## src/fupe_pkg.sv

```systemverilog
package fupe_pkg;

  localparam int QUEUE_DEPTH = 4;

  localparam logic [7:0] CH_CR      = 8'h0D;
  localparam logic [7:0] CH_LF      = 8'h0A;
  localparam logic [7:0] CH_SPACE   = 8'h20;
  localparam logic [7:0] CH_DASH    = 8'h2D;
  localparam logic [7:0] CH_PLUS    = 8'h2B;
  localparam logic [7:0] CH_PERCENT = 8'h25;

  localparam logic [3:0] NEWLINE_LEN = 4'd6;

  typedef enum logic [1:0] {
    MK_NONE,
    MK_NEWLINE,
    MK_CHAR,
    MK_HEX
  } main_kind_t;

  // One classified input byte, as handed from the front end to the back end.
  typedef struct packed {
    logic       pre_newline;
    main_kind_t kind;
    logic [7:0] char_byte;
    logic       last;
  } job_t;

  function automatic logic is_plain(input logic [7:0] b);
    return (b >= 8'h30 && b <= 8'h39) || (b >= 8'h41 && b <= 8'h5A) ||
           (b >= 8'h61 && b <= 8'h7A) || (b == CH_DASH);
  endfunction

  function automatic logic [7:0] hex_char(input logic [3:0] nib);
    logic [7:0] c;
    if (nib < 4'd10) begin
      c = 8'h30 + {4'd0, nib};
    end else begin
      c = 8'h37 + {4'd0, nib};
    end
    return c;
  endfunction

  // Characters of the sequence %0D%0A.
  function automatic logic [7:0] newline_char(input logic [2:0] idx);
    logic [7:0] c;
    unique case (idx)
      3'd0:    c = CH_PERCENT;
      3'd1:    c = 8'h30;
      3'd2:    c = 8'h44;
      3'd3:    c = CH_PERCENT;
      3'd4:    c = 8'h30;
      3'd5:    c = 8'h41;
      default: c = CH_PERCENT;
    endcase
    return c;
  endfunction

  function automatic logic [3:0] main_len(input main_kind_t k);
    logic [3:0] n;
    unique case (k)
      MK_NONE:    n = 4'd0;
      MK_NEWLINE: n = NEWLINE_LEN;
      MK_CHAR:    n = 4'd1;
      MK_HEX:     n = 4'd3;
      default:    n = 4'd0;
    endcase
    return n;
  endfunction

endpackage

```

## src/fupe_front.sv

```systemverilog
module fupe_front (
  input  logic          clk,
  input  logic          rst_n,
  input  logic          in_valid,
  input  logic [7:0]    in_byte,
  input  logic          in_last,
  output logic          in_ready,
  input  logic          q_ready,
  output logic          q_push,
  output fupe_pkg::job_t q_job
);
  import fupe_pkg::*;

  logic held_cr_r;
  logic held_cr_nxt;
  logic accept;
  logic lf_closes_cr;

  assign in_ready = q_ready;
  assign accept   = in_valid && in_ready;
  // A held CR followed by LF forms one line ending; the LF adds nothing.
  assign lf_closes_cr = held_cr_r && (in_byte == CH_LF);

  always_comb begin
    q_job.pre_newline = held_cr_r;
    q_job.kind        = MK_NONE;
    q_job.char_byte   = in_byte;
    q_job.last        = in_last;
    held_cr_nxt       = held_cr_r;
    if (!lf_closes_cr) begin
      if (in_byte == CH_CR) begin
        q_job.kind = in_last ? MK_NEWLINE : MK_NONE;
      end else if (in_byte == CH_LF) begin
        q_job.kind = MK_NEWLINE;
      end else if (is_plain(in_byte)) begin
        q_job.kind = MK_CHAR;
      end else if (in_byte == CH_SPACE) begin
        q_job.kind      = MK_CHAR;
        q_job.char_byte = CH_PLUS;
      end else begin
        q_job.kind = MK_HEX;
      end
    end
    if (accept) begin
      held_cr_nxt = !lf_closes_cr && (in_byte == CH_CR) && !in_last;
    end
  end

  // A CR that is only held produces nothing yet, so no job is queued.
  assign q_push = accept && (q_job.pre_newline || (q_job.kind != MK_NONE));

  always_ff @(posedge clk) begin
    if (!rst_n) begin
      held_cr_r <= 1'b0;
    end else begin
      held_cr_r <= held_cr_nxt;
    end
  end

endmodule

```

## src/fupe_queue.sv

```systemverilog
module fupe_queue #(
  parameter int DEPTH = fupe_pkg::QUEUE_DEPTH
) (
  input  logic           clk,
  input  logic           rst_n,
  input  logic           push,
  input  fupe_pkg::job_t push_job,
  output logic           not_full,
  input  logic           pop,
  output logic           not_empty,
  output fupe_pkg::job_t head_job
);
  import fupe_pkg::*;

  localparam int PW = (DEPTH > 1) ? $clog2(DEPTH) : 1;
  localparam int CW = $clog2(DEPTH + 1);

  job_t          mem_r [DEPTH];
  logic [PW-1:0] wr_ptr_r, wr_ptr_nxt;
  logic [PW-1:0] rd_ptr_r, rd_ptr_nxt;
  logic [CW-1:0] count_r, count_nxt;
  logic          do_push, do_pop;

  assign not_full  = (count_r != CW'(DEPTH));
  assign not_empty = (count_r != '0);
  assign do_push   = push && not_full;
  assign do_pop    = pop && not_empty;
  assign head_job  = mem_r[rd_ptr_r];

  always_comb begin
    wr_ptr_nxt = wr_ptr_r;
    rd_ptr_nxt = rd_ptr_r;
    count_nxt  = count_r;
    if (do_push) begin
      wr_ptr_nxt = (wr_ptr_r == PW'(DEPTH - 1)) ? '0 : wr_ptr_r + 1'b1;
    end
    if (do_pop) begin
      rd_ptr_nxt = (rd_ptr_r == PW'(DEPTH - 1)) ? '0 : rd_ptr_r + 1'b1;
    end
    if (do_push && !do_pop) begin
      count_nxt = count_r + 1'b1;
    end else if (do_pop && !do_push) begin
      count_nxt = count_r - 1'b1;
    end
  end

  always_ff @(posedge clk) begin
    if (!rst_n) begin
      wr_ptr_r <= '0;
      rd_ptr_r <= '0;
      count_r  <= '0;
    end else begin
      wr_ptr_r <= wr_ptr_nxt;
      rd_ptr_r <= rd_ptr_nxt;
      count_r  <= count_nxt;
    end
  end

  always_ff @(posedge clk) begin
    if (do_push) begin
      mem_r[wr_ptr_r] <= push_job;
    end
  end

endmodule

```

## src/fupe_back.sv

```systemverilog
module fupe_back (
  input  logic           clk,
  input  logic           rst_n,
  input  logic           q_valid,
  input  fupe_pkg::job_t q_job,
  output logic           q_pop,
  output logic           out_valid,
  input  logic           out_ready,
  output logic [7:0]     out_char,
  output logic           out_run_end,
  output logic           out_msg_end
);
  import fupe_pkg::*;

  logic [3:0] pos_r, pos_nxt;
  logic       out_valid_r, out_valid_nxt;
  logic [7:0] out_char_r;
  logic       out_run_end_r;
  logic       out_msg_end_r;

  logic       advance;
  logic [3:0] total;
  logic       is_final;
  logic       in_pre;
  logic [3:0] main_pos;
  logic [7:0] cur_char;

  assign advance  = q_valid && (!out_valid_r || out_ready);
  assign total    = (q_job.pre_newline ? NEWLINE_LEN : 4'd0) + main_len(q_job.kind);
  assign is_final = (pos_r == total - 4'd1);
  assign in_pre   = q_job.pre_newline && (pos_r < NEWLINE_LEN);
  assign main_pos = q_job.pre_newline ? pos_r - NEWLINE_LEN : pos_r;

  always_comb begin
    if (in_pre) begin
      cur_char = newline_char(pos_r[2:0]);
    end else begin
      case (q_job.kind)
        MK_NEWLINE: cur_char = newline_char(main_pos[2:0]);
        MK_CHAR:    cur_char = q_job.char_byte;
        MK_HEX: begin
          if (main_pos == 4'd0) begin
            cur_char = CH_PERCENT;
          end else if (main_pos == 4'd1) begin
            cur_char = hex_char(q_job.char_byte[7:4]);
          end else begin
            cur_char = hex_char(q_job.char_byte[3:0]);
          end
        end
        default:    cur_char = CH_PERCENT;
      endcase
    end
  end

  always_comb begin
    pos_nxt       = pos_r;
    out_valid_nxt = out_valid_r && !out_ready;
    q_pop         = 1'b0;
    if (advance) begin
      out_valid_nxt = 1'b1;
      if (is_final) begin
        pos_nxt = 4'd0;
        q_pop   = 1'b1;
      end else begin
        pos_nxt = pos_r + 4'd1;
      end
    end
  end

  always_ff @(posedge clk) begin
    if (!rst_n) begin
      pos_r       <= 4'd0;
      out_valid_r <= 1'b0;
    end else begin
      pos_r       <= pos_nxt;
      out_valid_r <= out_valid_nxt;
    end
  end

  always_ff @(posedge clk) begin
    if (advance) begin
      out_char_r    <= cur_char;
      out_run_end_r <= is_final;
      out_msg_end_r <= is_final && q_job.last;
    end
  end

  assign out_valid   = out_valid_r;
  assign out_char    = out_char_r;
  assign out_run_end = out_run_end_r;
  assign out_msg_end = out_msg_end_r;

endmodule

```

## src/form_url_percent_encoder.sv

```systemverilog
// Form-URL encoder for a byte stream. Each input transaction carries one raw
// byte, with tlast marking the final byte of a buffer; each output transaction
// carries one encoded character. Letters, digits and '-' pass through, space
// becomes '+', any line ending (CR, LF or CR LF) becomes %0D%0A, and every
// other byte becomes '%' and two upper-case hex digits. A CR without tlast
// produces nothing until the next byte arrives. The output side delivers one
// character per cycle while out_tready stays high and jobs are queued. A byte
// yields 1 character for a plain byte, 3 for an escaped one, 6 for a line
// ending, 9 when a held CR is followed by an escaped byte and 12 when a held CR
// is followed by a CR that ends the buffer. Input bytes are classified
// combinationally and are taken every cycle while the QUEUE_DEPTH-entry job
// queue has room; the character sequencer behind it sets the sustained rate.
// out_tuser flags the last character produced by each input byte and out_tlast
// the last one of a buffer.
module form_url_percent_encoder #(
  parameter int QUEUE_DEPTH = fupe_pkg::QUEUE_DEPTH
) (
  input  logic       clk,
  input  logic       rst_n,
  input  logic       in_tvalid,
  output logic       in_tready,
  input  logic [7:0] in_tdata,   // [7:0] data_byte
  input  logic       in_tlast,   // last_byte
  output logic       out_tvalid,
  input  logic       out_tready,
  output logic [7:0] out_tdata,  // [7:0] out_char
  output logic       out_tuser,  // [0] run_end
  output logic       out_tlast   // message_end
);
  import fupe_pkg::*;

  logic q_push, q_not_full, q_pop, q_not_empty;
  job_t push_job, head_job;

  fupe_front u_front (
    .clk      (clk),
    .rst_n    (rst_n),
    .in_valid (in_tvalid),
    .in_byte  (in_tdata),
    .in_last  (in_tlast),
    .in_ready (in_tready),
    .q_ready  (q_not_full),
    .q_push   (q_push),
    .q_job    (push_job)
  );

  fupe_queue #(
    .DEPTH (QUEUE_DEPTH)
  ) u_queue (
    .clk       (clk),
    .rst_n     (rst_n),
    .push      (q_push),
    .push_job  (push_job),
    .not_full  (q_not_full),
    .pop       (q_pop),
    .not_empty (q_not_empty),
    .head_job  (head_job)
  );

  fupe_back u_back (
    .clk         (clk),
    .rst_n       (rst_n),
    .q_valid     (q_not_empty),
    .q_job       (head_job),
    .q_pop       (q_pop),
    .out_valid   (out_tvalid),
    .out_ready   (out_tready),
    .out_char    (out_tdata),
    .out_run_end (out_tuser),
    .out_msg_end (out_tlast)
  );

endmodule

```

## config.mk

```make
export PLATFORM = sky130hd
export DESIGN_NAME = form_url_percent_encoder
export DESIGN_NICKNAME = d
export VERILOG_FILES = /design/src/fupe_pkg.sv /design/src/fupe_front.sv /design/src/fupe_queue.sv /design/src/fupe_back.sv /design/src/form_url_percent_encoder.sv
export SDC_FILE = /design/constraint.sdc
export NUM_CORES = 1
export LEC_CHECK = 0
export ABC_CLOCK_PERIOD_IN_PS = 8500
export BUFFER_PORTS_ARGS = -buffer_cell sky130_fd_sc_hd__buf_4
export CORE_UTILIZATION = 50
export CTS_CLUSTER_SIZE = 20
export DETAILED_ROUTE_END_ITERATION = 7
export PLACE_DENSITY = 0.74
export SLEW_MARGIN = 20
export SYNTH_ARGS = -nofsm -noshare
export SYNTH_HDL_FRONTEND = slang
export SYNTH_SLANG_ARGS = --single-unit
```

## constraint.sdc

```tcl
create_clock -name clk -period 8.5 [get_ports clk]
set_clock_uncertainty 0.15 [all_clocks]
set_input_delay 0.425 -clock clk [delete_from_list [all_inputs] [get_ports clk]]
set_output_delay 0.425 -clock clk [all_outputs]
set_load 0.03 [all_outputs]
```

Word level (Yosys, flattened, before mapping)
Memory sizes are Yosys's and may differ from the RTL's. A register that Yosys moved wholly into a read port is not among the register bits.
Index checks and enable logic that the tools add are counted.
- flip-flop bits (word level): 23
- memory bits (writable): 48
- input port bits: 13
- output and inout bits: 12
- memories: 1
- memories (memory ; depth ; width ; rd ports ; clocked after memory_dff ; wr ports ; line ; text):
    u_queue.mem_r ; 4 ; 12 ; 1 ; 1 ; 1 ; fupe_queue.sv:18 ; job_t mem_r [DEPTH];
- $add $sub $neg: 12
- order comparisons: 9
- eq/ne operators: 20
- mux-type cells: 33
- reduce and logical (&&, ||, !) cells: 34
- operators with widths (operator ; count):
    8-bit 2-to-1 mux ; 9
    7-bit case mux with 3 select lines ; 2
    6-bit by 4-bit adder with 7-bit output (first input constant) ; 4
    8-bit case mux with 3 select lines ; 1
    8-bit by 4-bit equality test with 1-bit output (second input constant) ; 2
    8-bit by 6-bit equality test with 1-bit output (second input constant) ; 2
    8-bit by 7-bit >= comparator with 1-bit output (second input constant) ; 2
    8-bit by 7-bit <= comparator with 1-bit output (second input constant) ; 2
    1-bit logical AND ; 16
    4-bit case mux with 4 select lines ; 1
    2-bit 2-to-1 mux ; 7
    3-bit equality test (second input constant) ; 4
    10-bit 2-to-1 mux ; 1
    3-bit 2-to-1 mux ; 3
    2-bit equality test (second input constant) ; 4
    8-bit by 6-bit >= comparator with 1-bit output (second input constant) ; 1
    8-bit by 6-bit <= comparator with 1-bit output (second input constant) ; 1
    4-bit < comparator (second input constant) ; 2
    4-bit 2-to-1 mux ; 2
    1-bit 2-to-1 mux ; 7
    3-bit by 1-bit equality test with 1-bit output (second input constant) ; 2
    3-bit by 2-bit equality test with 1-bit output (second input constant) ; 2
    1-bit logical NOT ; 6
    1-bit logical OR ; 5
    other kinds (17) ; 20

Depth between registers and ports, before layout
- depth in word-level cells: 17
- gate-level depth with buffers: 14

Modules after synthesis
A second synthesis with hierarchy kept.
- cell total of the unflattened synthesis: 332
- area, all modules: 4007.6 um2
- modules (own cells, without submodules) (module ; instances ; cells each ; area an instance (um2)):
    fupe_queue ; 1 ; 113 ; 2208.4
    fupe_back ; 1 ; 177 ; 1532.7
    fupe_front ; 1 ; 42 ; 266.5

Least setup slack after synthesis
OpenSTA, ideal clock, no wires.
- kind: reg-to-reg
- start: register with a tool-made name
- end: register u_queue.count_r[2]
- setup time: 0.076 ns
- data arrival time: 3.038 ns
- path slack: 5.236 ns
- stages on the path, launching flop included: 14
- path buffers: 1
- period minus slack after synthesis: 3.264 ns
- path through: dfxtp_1 > buf_6 > mux4_2 > xor2_1 > a211oi_2 > a22oi_2 > inv_2 > nand2_4 > ha_1 > inv_1 > fa_1 > xor2_1 > or3_1 > a21boi_0
- RTL lines (element ; line ; text):
    end signal, assigned ; fupe_queue.sv:55 ; count_r <= count_nxt;
    end, declared ; fupe_queue.sv:21 ; logic [CW-1:0] count_r, count_nxt;

==> results.md <==
* Outcome: complete, no violations
* Hold worst-path end: u_queue.mem_r[3][0]$_DFFE_PP_
* Worst Setup End Kind: flop
* CORE AREA at between 7000 and 8000 sq um
* Commonest cells after routing, fill and taps aside: edfxtp_1 (58), nand2_1 (26), buf_4 (24)
* DP Area at roughly 4100 sq um
* Unique cell type count in the Yosys netlist at 62
* Post-synth ARST share at 0
* Worst reg2reg endpoint: u_queue.count_r[2]$_SDFFE_PN0P_
* Post-synthesis area per instance at 12.1 sq um
* TritonCTS clock tree: yes
* Worst reg-to-reg setup slack at ~4.5 ns
* Dpl hpwl at about 4900 microns
* Mapped cell area at 3870 sq um
* Vias per cell at between 5 and 6
* Power, Total at about 1.3 mW
* Cts bufs inserted at 9
* RSZ-0062 raised after global routing: false
* WP data required at roughly 8.6 ns
* Peak supply drop at between 0.00015 and 0.0002 V
* Initial Utilization at 0.525
* Die ar. at between 8000 and 9000 sq um
* Min-Delay Path Class: in2reg
* Final Net Count at 362
* Slew HR at 0.485
* Worst-path clk slew at 0.09 ns
* Area grow syn2layout at 10.6%
* Ys Warns at 0
* Drt total wl at about 6800 microns
* Max FO, Critical Path at 12
* LEAKAGE at roughly 1.5 nW
* Seq cells post-synth at 73
* HP Start: in_tlast
* Clock latency on the worst-skew pair at between 0.3 and 0.4 ns
* GP Congestion at a little over 0.8
* Final hold violation count at 0
* Clock sinks at 73
* Reg2Reg Depth at 12
* Synth Flop Type: edfxtp_1
* Final worst path period share at 0.471
* Cells after Synth at roughly 320
* Layout cells sized above 1 at 0.188
* Detailed-route via count at between 2k and 2.5k
* Iter 0 DRT Violations at 60
* Root Buffer: clkbuf_8
* Post-synth EDFFs at a little under 60
* I/O pins at 25
* Final setup fails at 0
* First-pass GRT wire length at approximately 12000 microns
* Final Cell Area at ~4300 sq um
* 1st-pass router iterations at 4
* Row cnt at 31
* Critical Path AT at roughly 4.1 ns
* CTS Hold Buffers Added at 0
* Initial antenna violation count at 0
* WL/cell at between 15 and 20 microns
* Overflow after GRT at 0
* Max frequency at between 0.2 and 0.25 GHz
* Clock Tree Buf Depth at 2
* Post-CTS sizing at 0
* Vias in the first global route at between 2k and 2.5k
* PortBufs at 24
* CP max stage cell: dfxtp_1
* Post-route ant nets at 0
* # Post-CTS Setup Buffers at 0
* CP startpoint kind: flop
* Final setup TNS at 0 ns
* Antenna cells at 0
* Crit-path max cell delay at approximately 0.80 ns
* Drt drc at 0
* Largest net degree at the start of global routing at 22
* Max-Cap Viols at 0
* Die Height at 89.9 microns
* All-layer global routing usage at 0.184
* H-tree levels at 3
* CP Cell Sequence: mux4_2 > xnor2_1 > o211a_1 > a22oi_2 > inv_2 > nand2_4 > ha_1 > inv_1 > fa_1 > xor2_1 > or3_1 > a21boi_0
* Post-Syn Nets at 346
* Die X at ~90 microns
* Slew @ Worst Pin at between 0.7 and 0.8 ns
* Pwr dens at ~310 nW/um^2
* Seq/Total Area, Yosys at 0.528
* Crit path kind: reg2reg
* Commonest non-fill, non-tap cell in the layout: edfxtp_1
* Post-layout min period at between 4 and 5 ns
* Slew Limit Fails at 0
* Worst Hold Path Cells at 1
==> synthesized netlist by cell type (2+ instances only) <==
| library cell | number | area (sq um) |
|---|---|---|
| edfxtp_1 | 58 | 1740 |
| nand2_1 | 26 | 97.6 |
| inv_1 | 17 | 63.8 |
| o21ai_0 | 16 | 80.1 |
| dfxtp_1 | 15 | 300 |
| nor2_1 | 14 | 52.6 |
| ha_1 | 13 | 163 |
| a21oi_1 | 12 | 60.1 |
| clkbuf_1 | 10 | 37.5 |
| and2_1 | 8 | 50.1 |
| mux2i_1 | 8 | 80.1 |
| mux4_2 | 8 | 180 |
| nand3_1 | 8 | 40.0 |
| nor2b_1 | 7 | 43.8 |
| o211ai_1 | 7 | 52.6 |
| a21boi_0 | 6 | 45.0 |
| xnor2_1 | 6 | 52.6 |
| buf_2 | 4 | 20.0 |
| mux4_1 | 4 | 105 |
| a21boi_1 | 3 | 22.5 |
| a21o_1 | 3 | 22.5 |
| and3_1 | 3 | 18.8 |
| buf_6 | 3 | 33.8 |
| nand2b_1 | 3 | 18.8 |
| nor3_1 | 3 | 15.0 |
| nor3b_1 | 3 | 22.5 |
| o2111ai_1 | 3 | 26.3 |
| o21ai_1 | 3 | 15.0 |
| o21ai_2 | 3 | 26.3 |
| or2_2 | 3 | 18.8 |
| xor2_1 | 3 | 26.3 |
| a211o_1 | 2 | 17.5 |
| mux2_2 | 2 | 22.5 |
| nor4b_1 | 2 | 17.5 |
| o221ai_1 | 2 | 17.5 |
| o22ai_1 | 2 | 12.5 |
==> where the power goes <==
| part | total [mW] | leakage, nW | switching [mW] | internal, mW |
|---|---|---|---|---|
| Sequential | 0.522 | 0.656 | 0.0529 | 0.469 |
| Clock | 0.284 | 0.103 | 0.142 | 0.142 |
| Combinational | 0.506 | 0.786 | 0.302 | 0.204 |
| Total | 1.31 | 1.55 | 0.497 | 0.814 |
==> registers in the layout (all words and copies together), names as in the netlist, named ones only <==
register            flops
u_queue.mem_r          48
u_back.out_char         8
u_back.pos_r            4
u_queue.count_r         3
u_queue.rd_ptr_r        2
u_queue.wr_ptr_r        2
u_back.out_msg_end      1
u_back.out_run_end      1
u_back.out_valid        1
u_front.held_cr_r       1
==> routing by layer <==
metal / routed length, microns / global-route usage
met5: 0 / 0
met4: 65 / 0.0565
met3: 291 / 0.0660
met2: 3460 / 0.306
met1: 3020 / 0.225
==> metrics by stage <==
stage / setup WS (ns) / utilization / instances / hold WS [ns]
after CTS: 4.44 / 0.580 / 439 / 0.110
after detailed placement: 4.44 / 0.552 / 423 / 0.343
after floorplan: 5.24 / - / 319 / 0.328
final: 4.50 / 0.580 / 439 / 0.126
after global placement: 4.60 / 0.552 / 423 / 0.315
after global routing: 4.19 / 0.580 / 439 / 0.101
==> area by class of cell <==
| cell class | instances | area [sq um] |
|---|---|---|
| sequential | 73 | 2040 |
| timing repair buffer | 24 | 180 |
| clock inverter | 7 | 83.8 |
| clock buffer | 9 | 124 |
| multi-input combinational | 209 | 1650 |
| tap | 99 | 124 |
| fill | 607 | 3090 |
| inverter | 18 | 67.6 |
==> how the worst max path moves through the flow <==
stage,endpoint,startpoint
after floorplan,u_queue.count_r[2]$_SDFFE_PN0P_,flop
after global placement,u_queue.count_r[2]$_SDFFE_PN0P_,flop
after detailed placement,u_queue.count_r[2]$_SDFFE_PN0P_,flop
final,u_queue.count_r[2]$_SDFFE_PN0P_,flop
after CTS,u_queue.count_r[2]$_SDFFE_PN0P_,flop
after global routing,u_queue.count_r[2]$_SDFFE_PN0P_,flop
==> kinds of logic (layout without fill, tap and decap cells) <==
kind of cell / Yosys count / in the layout / share of synthesized area
flops: 73 / 73 / 0.528
simple gates: 90 / 90 / 0.122
xor+xnor: 9 / 9 / 0.0204
fa+ha+maj: 14 / 14 / 0.0473
mux: 22 / 22 / 0.100
compound gates: 74 / 74 / 0.138
buf+inv: 37 / 58 / 0.0440
==> worst max-delay path, delay by kind of cell (launching register included) <==
family / cells / cell delay, ns
AOI/OAI and AO/OA: 3 / 0.75
xor gates and xnor gates: 2 / 0.35
adders and majority gates: 2 / 0.57
buffers and inverters: 2 / 0.17
DFF: 1 / 0.80
muxes: 1 / 0.74
and+or+nand+nor: 2 / 0.42
No activity file was read; power rests on OpenSTA's default activity.
